==> config.mk <==
export PLATFORM = sky130hd
export DESIGN_NAME = dxt_block_decoder_unit_flat
export DESIGN_NICKNAME = d
export VERILOG_FILES = /design/src/rtl/dbd_pkg.sv /design/src/rtl/dbd_if.sv /design/src/rtl/dxt_block_decoder_unit.sv /design/src/rtl/dbd_color_lane.sv /design/src/rtl/dbd_alpha_lane.sv /design/src/rtl/dbd_merge.sv /design/src/flat_wrapper.sv
export VERILOG_INCLUDE_DIRS = /design/src /design/src/rtl
export SDC_FILE = /design/constraint.sdc
export NUM_CORES = 2
export LEC_CHECK = 0
export BUFFER_PORTS_ARGS = -buffer_cell sky130_fd_sc_hd__buf_2
export CAP_MARGIN = 20
export CORE_MARGIN = 1
export CORE_UTILIZATION = 40
export CTS_CLUSTER_DIAMETER = 100
export DETAILED_ROUTE_END_ITERATION = 6
export PLACE_DENSITY_LB_ADDON = 0.25
export SLEW_MARGIN = 20
export SYNTH_ARGS = -nofsm -noshare
export SYNTH_HDL_FRONTEND = slang
export SYNTH_SLANG_ARGS = --single-unit
==> constraint.sdc <==
create_clock -name i_clk -period 28.1 [get_ports i_clk]
set_input_delay 0 -clock i_clk [delete_from_list [all_inputs] [get_ports i_clk]]
set_output_delay 0 -clock i_clk [all_outputs]
set_load 0.005 [all_outputs]
==> src/rtl/dxt_block_decoder_unit_assert.svh <==
// Assertion macros used by the top-level block decoder module.
`ifndef DXT_BLOCK_DECODER_UNIT_ASSERT_SVH
`define DXT_BLOCK_DECODER_UNIT_ASSERT_SVH

// Check that a condition implies another in the same cycle.
`define DBD_ASSERT_IMP(name, clk, rst_n, ante, cons, msg) \
    name: assert property (@(posedge clk) disable iff (!rst_n) (ante) |-> (cons)) \
        else $error(msg);

// Check that a condition implies another in the next cycle.
`define DBD_ASSERT_NXT(name, clk, rst_n, ante, cons, msg) \
    name: assert property (@(posedge clk) disable iff (!rst_n) (ante) |=> (cons)) \
        else $error(msg);

`endif

==> src/rtl/dbd_pkg.sv <==
// Types and constants shared by the block decoder modules.
`timescale 1ns / 1ps
package dbd_pkg;

    // Format register codes; the unused code decodes as DXT1
    localparam logic [1:0] FMT_DXT1 = 2'd0;
    localparam logic [1:0] FMT_DXT3 = 2'd1;
    localparam logic [1:0] FMT_DXT5 = 2'd2;

    // Colour code that is transparent black in three-colour mode
    localparam logic [1:0] CODE_FAR = 2'd3;

    // Interpolation weights, out of 256
    localparam logic [7:0] W_MID  = 8'd85;
    localparam logic [7:0] W_FAR  = 8'd171;
    localparam logic [7:0] W_HALF = 8'd128;

    // Reciprocals for the alpha palette divisions by 7 and by 5
    localparam int unsigned RECIP_SHIFT = 14;
    localparam logic [11:0] RECIP7 = 12'd2341;
    localparam logic [11:0] RECIP5 = 12'd3277;

    localparam logic [3:0] LAST_TEXEL = 4'd15;

    typedef struct packed {
        logic [7:0] r;
        logic [7:0] g;
        logic [7:0] b;
    } t_rgb;

    // Everything the texel emitter needs for one block
    typedef struct packed {
        t_rgb [3:0]        color;
        logic [7:0][7:0]   apal;
        logic [15:0][1:0]  ccode;
        logic [15:0][2:0]  acode5;
        logic [15:0][3:0]  a4;
        logic              four;
        logic              is3;
        logic              is5;
    } t_tile;

endpackage

==> src/rtl/dbd_if.sv <==
// Handshake channels of the block decoder: config, block input, texel output.
`timescale 1ns / 1ps
interface dbd_cfg_if;
    logic       valid;
    logic       ready;
    logic [1:0] format;

    modport source (output valid, output format, input ready);
    modport sink   (input valid, input format, output ready);
endinterface

interface dbd_in_if;
    logic        valid;
    logic        ready;
    logic [63:0] block_low;
    logic [63:0] block_high;

    modport source (output valid, output block_low, output block_high, input ready);
    modport sink   (input valid, input block_low, input block_high, output ready);
endinterface

interface dbd_out_if;
    logic       valid;
    logic       ready;
    logic [7:0] red;
    logic [7:0] green;
    logic [7:0] blue;
    logic [7:0] alpha;
    logic [3:0] texel_index;
    logic       last;

    modport source (output valid, output red, output green, output blue, output alpha,
                    output texel_index, output last, input ready);
    modport sink   (input valid, input red, input green, input blue, input alpha,
                    input texel_index, input last, output ready);
endinterface

==> src/rtl/dxt_block_decoder_unit.sv <==
// DXT1/3/5 block decoder: 16-byte blocks in, sixteen RGBA8 texel words out.
// A block passes stages 1, 2 and 3, then the emitter's block and output registers, before its first texel word.
// Throughput: one texel word per cycle while o_texel.ready holds, sixteen words per block, set by the emitter.
// Palette lanes run 3 stages ahead, so the next block is taken during emission.
// Reset (synchronous, active low) empties all stages and sets format to DXT1.
`timescale 1ns / 1ps
`include "dxt_block_decoder_unit_assert.svh"
module dxt_block_decoder_unit
    import dbd_pkg::*;
(
    input  logic       i_clk,
    input  logic       i_rst_n,
    dbd_cfg_if.sink    i_cfg,
    dbd_in_if.sink     i_blk,
    dbd_out_if.source  o_texel
);

    logic [1:0]  r_format;

    // Stage 1: block register
    logic        r_v1;
    logic [63:0] r_lo1;
    logic [63:0] r_hi1;
    logic [1:0]  r_fmt1;

    // Stage 2 and 3 side data, lanes hold their own sums
    logic        r_v2, r_v3;
    logic        r_four2, r_is3_2, r_is5_2;
    logic        r_four3, r_is3_3, r_is5_3;
    logic [31:0] r_ccode2, r_ccode3;
    logic [63:0] r_lo2, r_lo3;
    t_rgb        r_e0_2, r_e1_2, r_e0_3, r_e1_3;
    logic [7:0]  r_a0_2, r_a1_2, r_a0_3, r_a1_3;

    logic        take, adv1, adv2, load, load_ready;
    logic        is3, is5, four;
    logic [63:0] colour;
    logic [15:0] c0, c1;
    t_rgb        e0, e1;
    logic [7:0]  e0_ch [3];
    logic [7:0]  e1_ch [3];
    logic [7:0]  mid_ch [3];
    logic [7:0]  far_ch [3];
    logic [7:0]  apal_lane [6];
    t_tile       tile;

    // Config register, always ready
    assign i_cfg.ready = 1'b1;

    always_ff @(posedge i_clk) begin
        if (!i_rst_n) begin
            r_format <= FMT_DXT1;
        end else if (i_cfg.valid) begin
            r_format <= i_cfg.format;
        end
    end

    // Pipeline flow control
    assign load        = r_v3 && load_ready;
    assign adv2        = r_v2 && (!r_v3 || load);
    assign adv1        = r_v1 && (!r_v2 || adv2);
    assign i_blk.ready = !r_v1 || adv1;
    assign take        = i_blk.valid && i_blk.ready;

    always_ff @(posedge i_clk) begin
        if (!i_rst_n) begin
            r_v1 <= 1'b0;
            r_v2 <= 1'b0;
            r_v3 <= 1'b0;
        end else begin
            r_v1 <= take || (r_v1 && !adv1);
            r_v2 <= adv1 || (r_v2 && !adv2);
            r_v3 <= adv2 || (r_v3 && !load);
        end
    end

    // Decode the registered block
    assign is3    = (r_fmt1 == FMT_DXT3);
    assign is5    = (r_fmt1 == FMT_DXT5);
    assign colour = (is3 || is5) ? r_hi1 : r_lo1;
    assign c0     = colour[15:0];
    assign c1     = colour[31:16];
    assign four   = is3 || is5 || (c0 > c1);
    assign e0     = '{r: {c0[15:11], 3'b0}, g: {c0[10:5], 2'b0}, b: {c0[4:0], 3'b0}};
    assign e1     = '{r: {c1[15:11], 3'b0}, g: {c1[10:5], 2'b0}, b: {c1[4:0], 3'b0}};

    assign e0_ch[0] = e0.r;
    assign e0_ch[1] = e0.g;
    assign e0_ch[2] = e0.b;
    assign e1_ch[0] = e1.r;
    assign e1_ch[1] = e1.g;
    assign e1_ch[2] = e1.b;

    // Advance payload through the stages
    always_ff @(posedge i_clk) begin
        if (take) begin
            r_lo1  <= i_blk.block_low;
            r_hi1  <= i_blk.block_high;
            r_fmt1 <= r_format;
        end
        if (adv1) begin
            r_four2  <= four;
            r_is3_2  <= is3;
            r_is5_2  <= is5;
            r_ccode2 <= colour[63:32];
            r_lo2    <= r_lo1;
            r_e0_2   <= e0;
            r_e1_2   <= e1;
            r_a0_2   <= r_lo1[7:0];
            r_a1_2   <= r_lo1[15:8];
        end
        if (adv2) begin
            r_four3  <= r_four2;
            r_is3_3  <= r_is3_2;
            r_is5_3  <= r_is5_2;
            r_ccode3 <= r_ccode2;
            r_lo3    <= r_lo2;
            r_e0_3   <= r_e0_2;
            r_e1_3   <= r_e1_2;
            r_a0_3   <= r_a0_2;
            r_a1_3   <= r_a1_2;
        end
    end

    // Colour lanes, one per channel
    for (genvar ch = 0; ch < 3; ch++) begin : g_color
        dbd_color_lane u_lane (
            .i_clk  (i_clk),
            .i_adv1 (adv1),
            .i_adv2 (adv2),
            .i_e0   (e0_ch[ch]),
            .i_e1   (e1_ch[ch]),
            .i_four (four),
            .o_mid  (mid_ch[ch]),
            .o_far  (far_ch[ch])
        );
    end

    // Alpha lanes, one per interpolated DXT5 code
    for (genvar k = 0; k < 6; k++) begin : g_alpha
        dbd_alpha_lane u_lane (
            .i_clk   (i_clk),
            .i_adv1  (adv1),
            .i_adv2  (adv2),
            .i_code  (3'(k + 2)),
            .i_a0    (r_lo1[7:0]),
            .i_a1    (r_lo1[15:8]),
            .o_alpha (apal_lane[k])
        );
    end

    // Gather lane results into one block description
    always_comb begin
        tile.color[0] = r_e0_3;
        tile.color[1] = r_e1_3;
        tile.color[2] = '{r: mid_ch[0], g: mid_ch[1], b: mid_ch[2]};
        tile.color[3] = r_four3 ? t_rgb'{r: far_ch[0], g: far_ch[1], b: far_ch[2]} : '0;
        tile.apal[0]  = r_a0_3;
        tile.apal[1]  = r_a1_3;
        for (int k = 0; k < 6; k++) begin
            tile.apal[k + 2] = apal_lane[k];
        end
        tile.ccode  = r_ccode3;
        tile.acode5 = r_lo3[63:16];
        tile.a4     = r_lo3;
        tile.four   = r_four3;
        tile.is3    = r_is3_3;
        tile.is5    = r_is5_3;
    end

    dbd_merge u_merge (
        .i_clk        (i_clk),
        .i_rst_n      (i_rst_n),
        .i_load_valid (r_v3),
        .i_tile       (tile),
        .o_load_ready (load_ready),
        .o_texel      (o_texel)
    );

    // Checks
    `DBD_ASSERT_NXT(a_take_fills, i_clk, i_rst_n, i_blk.valid && i_blk.ready, r_v1, "accepted block lost at stage 1")
    `DBD_ASSERT_NXT(a_stage3_hold, i_clk, i_rst_n, r_v3 && !load, r_v3, "stage 3 block dropped before load")
    `DBD_ASSERT_NXT(a_texel_seq, i_clk, i_rst_n, o_texel.valid && o_texel.ready && !o_texel.last, o_texel.valid && (o_texel.texel_index == $past(o_texel.texel_index) + 4'd1), "texel sequence broken inside a block")

endmodule

==> src/rtl/dbd_color_lane.sv <==
// One colour channel lane: the two interpolated palette entries.
`timescale 1ns / 1ps
module dbd_color_lane
    import dbd_pkg::*;
(
    input  logic       i_clk,
    input  logic       i_adv1,
    input  logic       i_adv2,
    input  logic [7:0] i_e0,
    input  logic [7:0] i_e1,
    input  logic       i_four,
    output logic [7:0] o_mid,
    output logic [7:0] o_far
);

    logic [7:0]  w_mid;
    logic [15:0] n_mid;
    logic [15:0] n_far;
    logic [15:0] r_mid;
    logic [15:0] r_far;
    logic [7:0]  r_mid_q;
    logic [7:0]  r_far_q;

    // Weighted sums; three-colour mode takes the average for code 2
    assign w_mid = i_four ? W_MID : W_HALF;
    assign n_mid = {8'b0, i_e0} * {8'b0, 8'(8'd255 - w_mid)} + {8'b0, i_e1} * {8'b0, w_mid};
    assign n_far = {8'b0, i_e0} * {8'b0, 8'(8'd255 - W_FAR)} + {8'b0, i_e1} * {8'b0, W_FAR};

    always_ff @(posedge i_clk) begin
        if (i_adv1) begin
            r_mid <= n_mid;
            r_far <= n_far;
        end
        if (i_adv2) begin
            r_mid_q <= r_mid[15:8];
            r_far_q <= r_far[15:8];
        end
    end

    assign o_mid = r_mid_q;
    assign o_far = r_far_q;

endmodule

==> src/rtl/dbd_alpha_lane.sv <==
// One DXT5 alpha palette lane: entry i_code of the eight, for codes 2 to 7.
`timescale 1ns / 1ps
module dbd_alpha_lane
    import dbd_pkg::*;
(
    input  logic       i_clk,
    input  logic       i_adv1,
    input  logic       i_adv2,
    input  logic [2:0] i_code,
    input  logic [7:0] i_a0,
    input  logic [7:0] i_a1,
    output logic [7:0] o_alpha
);

    logic        n_seven;
    logic [2:0]  w_a;
    logic [2:0]  w_b;
    logic [10:0] n_sum;
    logic        r_seven;
    logic        r_zero;
    logic        r_full;
    logic [10:0] r_sum;
    logic [22:0] prod;
    logic [7:0]  quot;
    logic [7:0]  r_alpha;

    // Pick the weights of the eight- or six-entry palette
    assign n_seven = i_a0 > i_a1;
    assign w_a     = n_seven ? 3'(3'd0 - i_code) : 3'(3'd6 - i_code);
    assign w_b     = 3'(i_code - 3'd1);
    assign n_sum   = {8'b0, w_a} * {3'b0, i_a0} + {8'b0, w_b} * {3'b0, i_a1};

    // Divide by 7 or 5 through a reciprocal multiply
    assign prod = {12'b0, r_sum} * {11'b0, (r_seven ? RECIP7 : RECIP5)};
    assign quot = prod[RECIP_SHIFT +: 8];

    always_ff @(posedge i_clk) begin
        if (i_adv1) begin
            r_sum   <= n_sum;
            r_seven <= n_seven;
            r_zero  <= !n_seven && (i_code == 3'd6);
            r_full  <= !n_seven && (i_code == 3'd7);
        end
        if (i_adv2) begin
            priority if (r_zero) begin
                r_alpha <= 8'd0;
            end else if (r_full) begin
                r_alpha <= 8'd255;
            end else begin
                r_alpha <= quot;
            end
        end
    end

    assign o_alpha = r_alpha;

endmodule

==> src/rtl/dbd_merge.sv <==
// Texel emitter: merges lane palettes and codes into sixteen RGBA texel words.
`timescale 1ns / 1ps
module dbd_merge
    import dbd_pkg::*;
(
    input  logic         i_clk,
    input  logic         i_rst_n,
    input  logic         i_load_valid,
    input  t_tile        i_tile,
    output logic         o_load_ready,
    dbd_out_if.source    o_texel
);

    logic       r_busy;
    logic [3:0] r_cnt;
    t_tile      r_tile;
    logic       r_out_valid;
    t_rgb       r_rgb;
    logic [7:0] r_alpha;
    logic [3:0] r_index;
    logic       r_last;

    logic       fire;
    logic       load;
    logic [1:0] code;
    t_rgb       n_rgb;
    logic [7:0] n_alpha;

    // Emit a texel whenever the output register is free or draining
    assign fire         = r_busy && (!r_out_valid || o_texel.ready);
    assign o_load_ready = !r_busy || (fire && (r_cnt == LAST_TEXEL));
    assign load         = i_load_valid && o_load_ready;

    // Look up the current texel in the palettes
    assign code  = r_tile.ccode[r_cnt];
    assign n_rgb = r_tile.color[code];

    always_comb begin
        priority if (!r_tile.four && (code == CODE_FAR)) begin
            n_alpha = 8'd0;
        end else if (r_tile.is5) begin
            n_alpha = r_tile.apal[r_tile.acode5[r_cnt]];
        end else if (r_tile.is3) begin
            n_alpha = {r_tile.a4[r_cnt], r_tile.a4[r_cnt]};
        end else begin
            n_alpha = 8'd255;
        end
    end

    // Control: busy flag, texel counter, output valid
    always_ff @(posedge i_clk) begin
        if (!i_rst_n) begin
            r_busy      <= 1'b0;
            r_cnt       <= 4'd0;
            r_out_valid <= 1'b0;
        end else begin
            if (load) begin
                r_busy <= 1'b1;
                r_cnt  <= 4'd0;
            end else if (fire) begin
                r_busy <= (r_cnt != LAST_TEXEL);
                r_cnt  <= 4'(r_cnt + 4'd1);
            end
            if (fire) begin
                r_out_valid <= 1'b1;
            end else if (o_texel.ready) begin
                r_out_valid <= 1'b0;
            end
        end
    end

    // Payload: hold the block, advance the output word
    always_ff @(posedge i_clk) begin
        if (load) begin
            r_tile <= i_tile;
        end
        if (fire) begin
            r_rgb   <= n_rgb;
            r_alpha <= n_alpha;
            r_index <= r_cnt;
            r_last  <= (r_cnt == LAST_TEXEL);
        end
    end

    assign o_texel.valid       = r_out_valid;
    assign o_texel.red         = r_rgb.r;
    assign o_texel.green       = r_rgb.g;
    assign o_texel.blue        = r_rgb.b;
    assign o_texel.alpha       = r_alpha;
    assign o_texel.texel_index = r_index;
    assign o_texel.last        = r_last;

endmodule
==> src/flat_wrapper.sv <==
// flat-port wrapper written by rule: the top's interface ports become plain ports
module dxt_block_decoder_unit_flat import dbd_pkg::*;
  (i_clk, i_rst_n, i_cfg_valid, i_cfg_format, i_cfg_ready, i_blk_valid, i_blk_block_low, i_blk_block_high, i_blk_ready, o_texel_valid, o_texel_red, o_texel_green, o_texel_blue, o_texel_alpha, o_texel_texel_index, o_texel_last, o_texel_ready);
  dbd_cfg_if i_cfg_i ();
  dbd_in_if i_blk_i ();
  dbd_out_if o_texel_i ();
  input  logic i_clk;
  input  logic i_rst_n;
  input wire logic [$bits(i_cfg_i.valid)-1:0] i_cfg_valid;
  input wire logic [$bits(i_cfg_i.format)-1:0] i_cfg_format;
  output wire logic [$bits(i_cfg_i.ready)-1:0] i_cfg_ready;
  input wire logic [$bits(i_blk_i.valid)-1:0] i_blk_valid;
  input wire logic [$bits(i_blk_i.block_low)-1:0] i_blk_block_low;
  input wire logic [$bits(i_blk_i.block_high)-1:0] i_blk_block_high;
  output wire logic [$bits(i_blk_i.ready)-1:0] i_blk_ready;
  output wire logic [$bits(o_texel_i.valid)-1:0] o_texel_valid;
  output wire logic [$bits(o_texel_i.red)-1:0] o_texel_red;
  output wire logic [$bits(o_texel_i.green)-1:0] o_texel_green;
  output wire logic [$bits(o_texel_i.blue)-1:0] o_texel_blue;
  output wire logic [$bits(o_texel_i.alpha)-1:0] o_texel_alpha;
  output wire logic [$bits(o_texel_i.texel_index)-1:0] o_texel_texel_index;
  output wire logic [$bits(o_texel_i.last)-1:0] o_texel_last;
  input wire logic [$bits(o_texel_i.ready)-1:0] o_texel_ready;
  assign i_cfg_i.valid = i_cfg_valid;
  assign i_cfg_i.format = i_cfg_format;
  assign i_cfg_ready = i_cfg_i.ready;
  assign i_blk_i.valid = i_blk_valid;
  assign i_blk_i.block_low = i_blk_block_low;
  assign i_blk_i.block_high = i_blk_block_high;
  assign i_blk_ready = i_blk_i.ready;
  assign o_texel_valid = o_texel_i.valid;
  assign o_texel_red = o_texel_i.red;
  assign o_texel_green = o_texel_i.green;
  assign o_texel_blue = o_texel_i.blue;
  assign o_texel_alpha = o_texel_i.alpha;
  assign o_texel_texel_index = o_texel_i.texel_index;
  assign o_texel_last = o_texel_i.last;
  assign o_texel_i.ready = o_texel_ready;
  dxt_block_decoder_unit u_core (.i_clk(i_clk), .i_rst_n(i_rst_n), .i_cfg(i_cfg_i), .i_blk(i_blk_i), .o_texel(o_texel_i));
endmodule
==> key figures <==
Floorplan
  – Core area: 0.148 mm^2
  – # rows: 141
  – Die W: 389 um
  – DIE AREA: 0.151 mm^2
  – Boundary Pins: 175
  – Initial Util: 40.5%
  – Die height: 389 um

Clock network
  – TritonCTS Sinks: 871
  – Clk_lat worst skew: 0.71 ns
  – H-tree Lvls: 3
  – Cts repair resizes: 0
  – CTS tree: done
  – Clock root buffer: clkbuf_16
  – Worst-path clk slew: 0.06 ns
  – Clock Tree Buf Depth: 3
  – Inserted Clock Buffers: 93

Setup path
  – Maximum net fanout on the critical path: 51
  – CP required: 28.52 ns
  – Slowest stage cell on the critical path: fa_1
  – Reg2Reg Depth: 32
  – CP Capture Type: flop
  – CP dominant cell by count: a21oi_1
  – Critical path type: flop to flop
  – CP Launch Type: flop
  – WP data arrival: 9.51 ns
  – CP peak stage delay: 0.62 ns

Synth
  – Syn Std Cell Area: 0.0599 mm^2
  – Largest area contributor in the netlist: edfxtp_1
  – Mapped Avg Cell Area: 13.1 um^2
  – XOR/XNOR Fraction of Synth Area: 3.63%
  – Top FF cell, synth: edfxtp_1
  – Library cells used by synthesis: 79
  – Fraction of the mapped netlist area in compound gates: 5.18%
  – Sequential element share of the synthesized area: 43.4%
  – Synth area leaders: edfxtp_1 (43%), ha_1 (17%), fa_1 (15%), inv_1 (5.0%), xnor2_1 (2.7%)
  – Synth Area in Simple Gates: 5.32%
  – Post-synth ARST share: 0%
  – Gate Count Post-Synth: 4,571
  – Post-synth EDFFs: 860
  – Yosys warnings: 0
  – Synthesized flop and latch total: 871
  – Multiplexer share of the synthesized area: 4.55%
  – Yosys top cell area share: 43.1%
  – Largest family of logic cells by synthesized area: adder cells
  – Post-Synth Adder-Cell Area: 32.1%

Status
  – Status: complete, no violations

Timing
  – Setup violations, final: 0
  – RSZ-0062 raised after global routing: no
  – Pins Over Slew Limit: 0
  – Hold_ws: 0.0594 ns
  – Fin crit share: 32.4%
  – Fmax: 110 MHz
  – Slew @ Worst Pin: 1.05 ns
  – Slew HR: 29.7%
  – Final hold viol count: 0
  – PnR worst setup slack: 19.01 ns
  – Clock Skews: 0.0634 ns
  – Crit path time final: 9.09 ns
  – Setup tns final: 0 ns

Layout
  – Area added between synthesis and finish: 15.2%
  – Share of cells above drive strength 1: 9.96%
  – FF+latch area: 0.0260 mm^2
  – Most common cell after layout, fill and taps aside: edfxtp_1
  – Layout fillers: 13,100
  – Area of the multi-input gates: 0.0308 mm^2
  – Most frequent cells in the layout: edfxtp_1 (860), ha_1 (825), inv_1 (804)
  – Post-layout nets: 6,529

Global routing
  – Initial antenna violation count: 10
  – Largest net degree at the start of global routing: 149
  – Vias in the first global route: 36,700
  – Total track usage: 18.4%
  – GR Overflow Total: 0
  – First-pass GRT wire length: 212 mm

Drt
  – Post-Route WL: 138 mm
  – Drt wl/cell: 19.3 um
  – Vias per cell: 4.91
  – Routed via count: 35,000
  – Pre-antenna DRT Iters: 7
  – Routed Antenna Nets: 0
  – Drc violations: 0
  – Starting DRT DRC Count: 2,076

Min path
  – Hold path cells: 2
  – Tightest Hold Check Type: primary input to flop

Placement
  – Place WS: 19.05 ns
  – Number of port buffers: 173
  – Detail Placement HPWL: 105 mm
  – Gpl congestion: 0.854

Job
  – Max-cap violation count: 0
-- timing repair --
item                                   CTS  global route
endpoints found under the hold margin  139             0
setup buffers                            0             0
hold buffers                           246             0
-- logic make-up after synthesis --
logic type,after synthesis
AO/OA/AOI/OAI,475
AND/OR/NAND/NOR,637
flip-flops,871
buffers and inverters,893
multiplexers,174
XOR/XNOR,247
adder cells (fa/ha/maj),1272
other,2
-- layer usage --
layer	global-route usage, %	share of wire [%]	vias to the layer above
met3	2.65	4.3	162
li1	-	-	16800
met5	0	0.0073	-
met4	4.61	2.3	2
met2	30.5	47	700
met1	25.4	46	17400
-- critical path, delay by kind of cell, from the launching register on --
family,cells,cell delay [ns]
compound gates,11,1.90
xor+xnor,2,0.23
fa+ha+maj,8,3.47
buf+inv,7,1.77
flops,1,0.35
mux,1,0.36
simple gates,3,0.69
-- worst paths after layout --
kind | startpoint | end | slack [ns]
min reg2reg | u_core.r_lo2[17] | u_core.r_lo3[17] | 0.39
max | u_core.r_fmt1[0] | u_core.g_color[2].u_lane.r_mid[15] | 19.01
min | i_blk_block_high[51] | u_core.r_hi1[51] | 0.06
max reg2reg | u_core.r_fmt1[0] | u_core.g_color[2].u_lane.r_mid[15] | 19.01
-- registers in the layout (all words and copies together), names as in the netlist, 32 cells and up --
register / cells
u_core.g_alpha.u_lane.o_alpha: 48
u_core.r_hi1: 64
u_core.r_lo1: 64
u_core.r_lo2: 56
u_core.r_ccode3: 32
u_core.u_merge.r_tile: 227
u_core.r_lo3: 57
u_core.g_alpha.u_lane.r_sum: 59
u_core.r_ccode2: 32
-- area by class of cell --
class	count	area share, %
flip-flops and latches	871	37.7
repair buffers	460	5.28
diodes	2	0.00725
well taps	1930	3.50
inverters	808	4.39
multi-input cells	2889	44.7
clock inverters	50	0.895
clock buffers	113	3.54
-- Yosys cell counts, types with 28 or more instances --
| cell type | instances |
|---|---|
| mux2_2 | 53 |
| a21o_1 | 84 |
| inv_1 | 804 |
| a21oi_1 | 152 |
| nor3_1 | 38 |
| fa_1 | 445 |
| and2_1 | 70 |
| nand2b_1 | 45 |
| xnor2_1 | 184 |
| o21bai_1 | 40 |
| xor2_1 | 62 |
| o21ai_0 | 63 |
| nand3_1 | 28 |
| ha_1 | 826 |
| nand2_1 | 134 |
| mux4_2 | 62 |
| nor2_1 | 166 |
| clkbuf_1 | 48 |
| mux2i_1 | 49 |
| nor2b_1 | 80 |
| edfxtp_1 | 860 |
-- through the flow --
stage,cell area [um^2],utilization [%],cells
finish,69000,46.6,7123
global placement,63500,42.9,6712
detailed placement,63500,42.9,6712
global route,69000,46.6,7122
floorplan,60300,-,4653
CTS,69000,46.6,7121
Power is not shown: default switching activity piles up to over one toggle a cycle in this logic, so the estimate is an artifact.
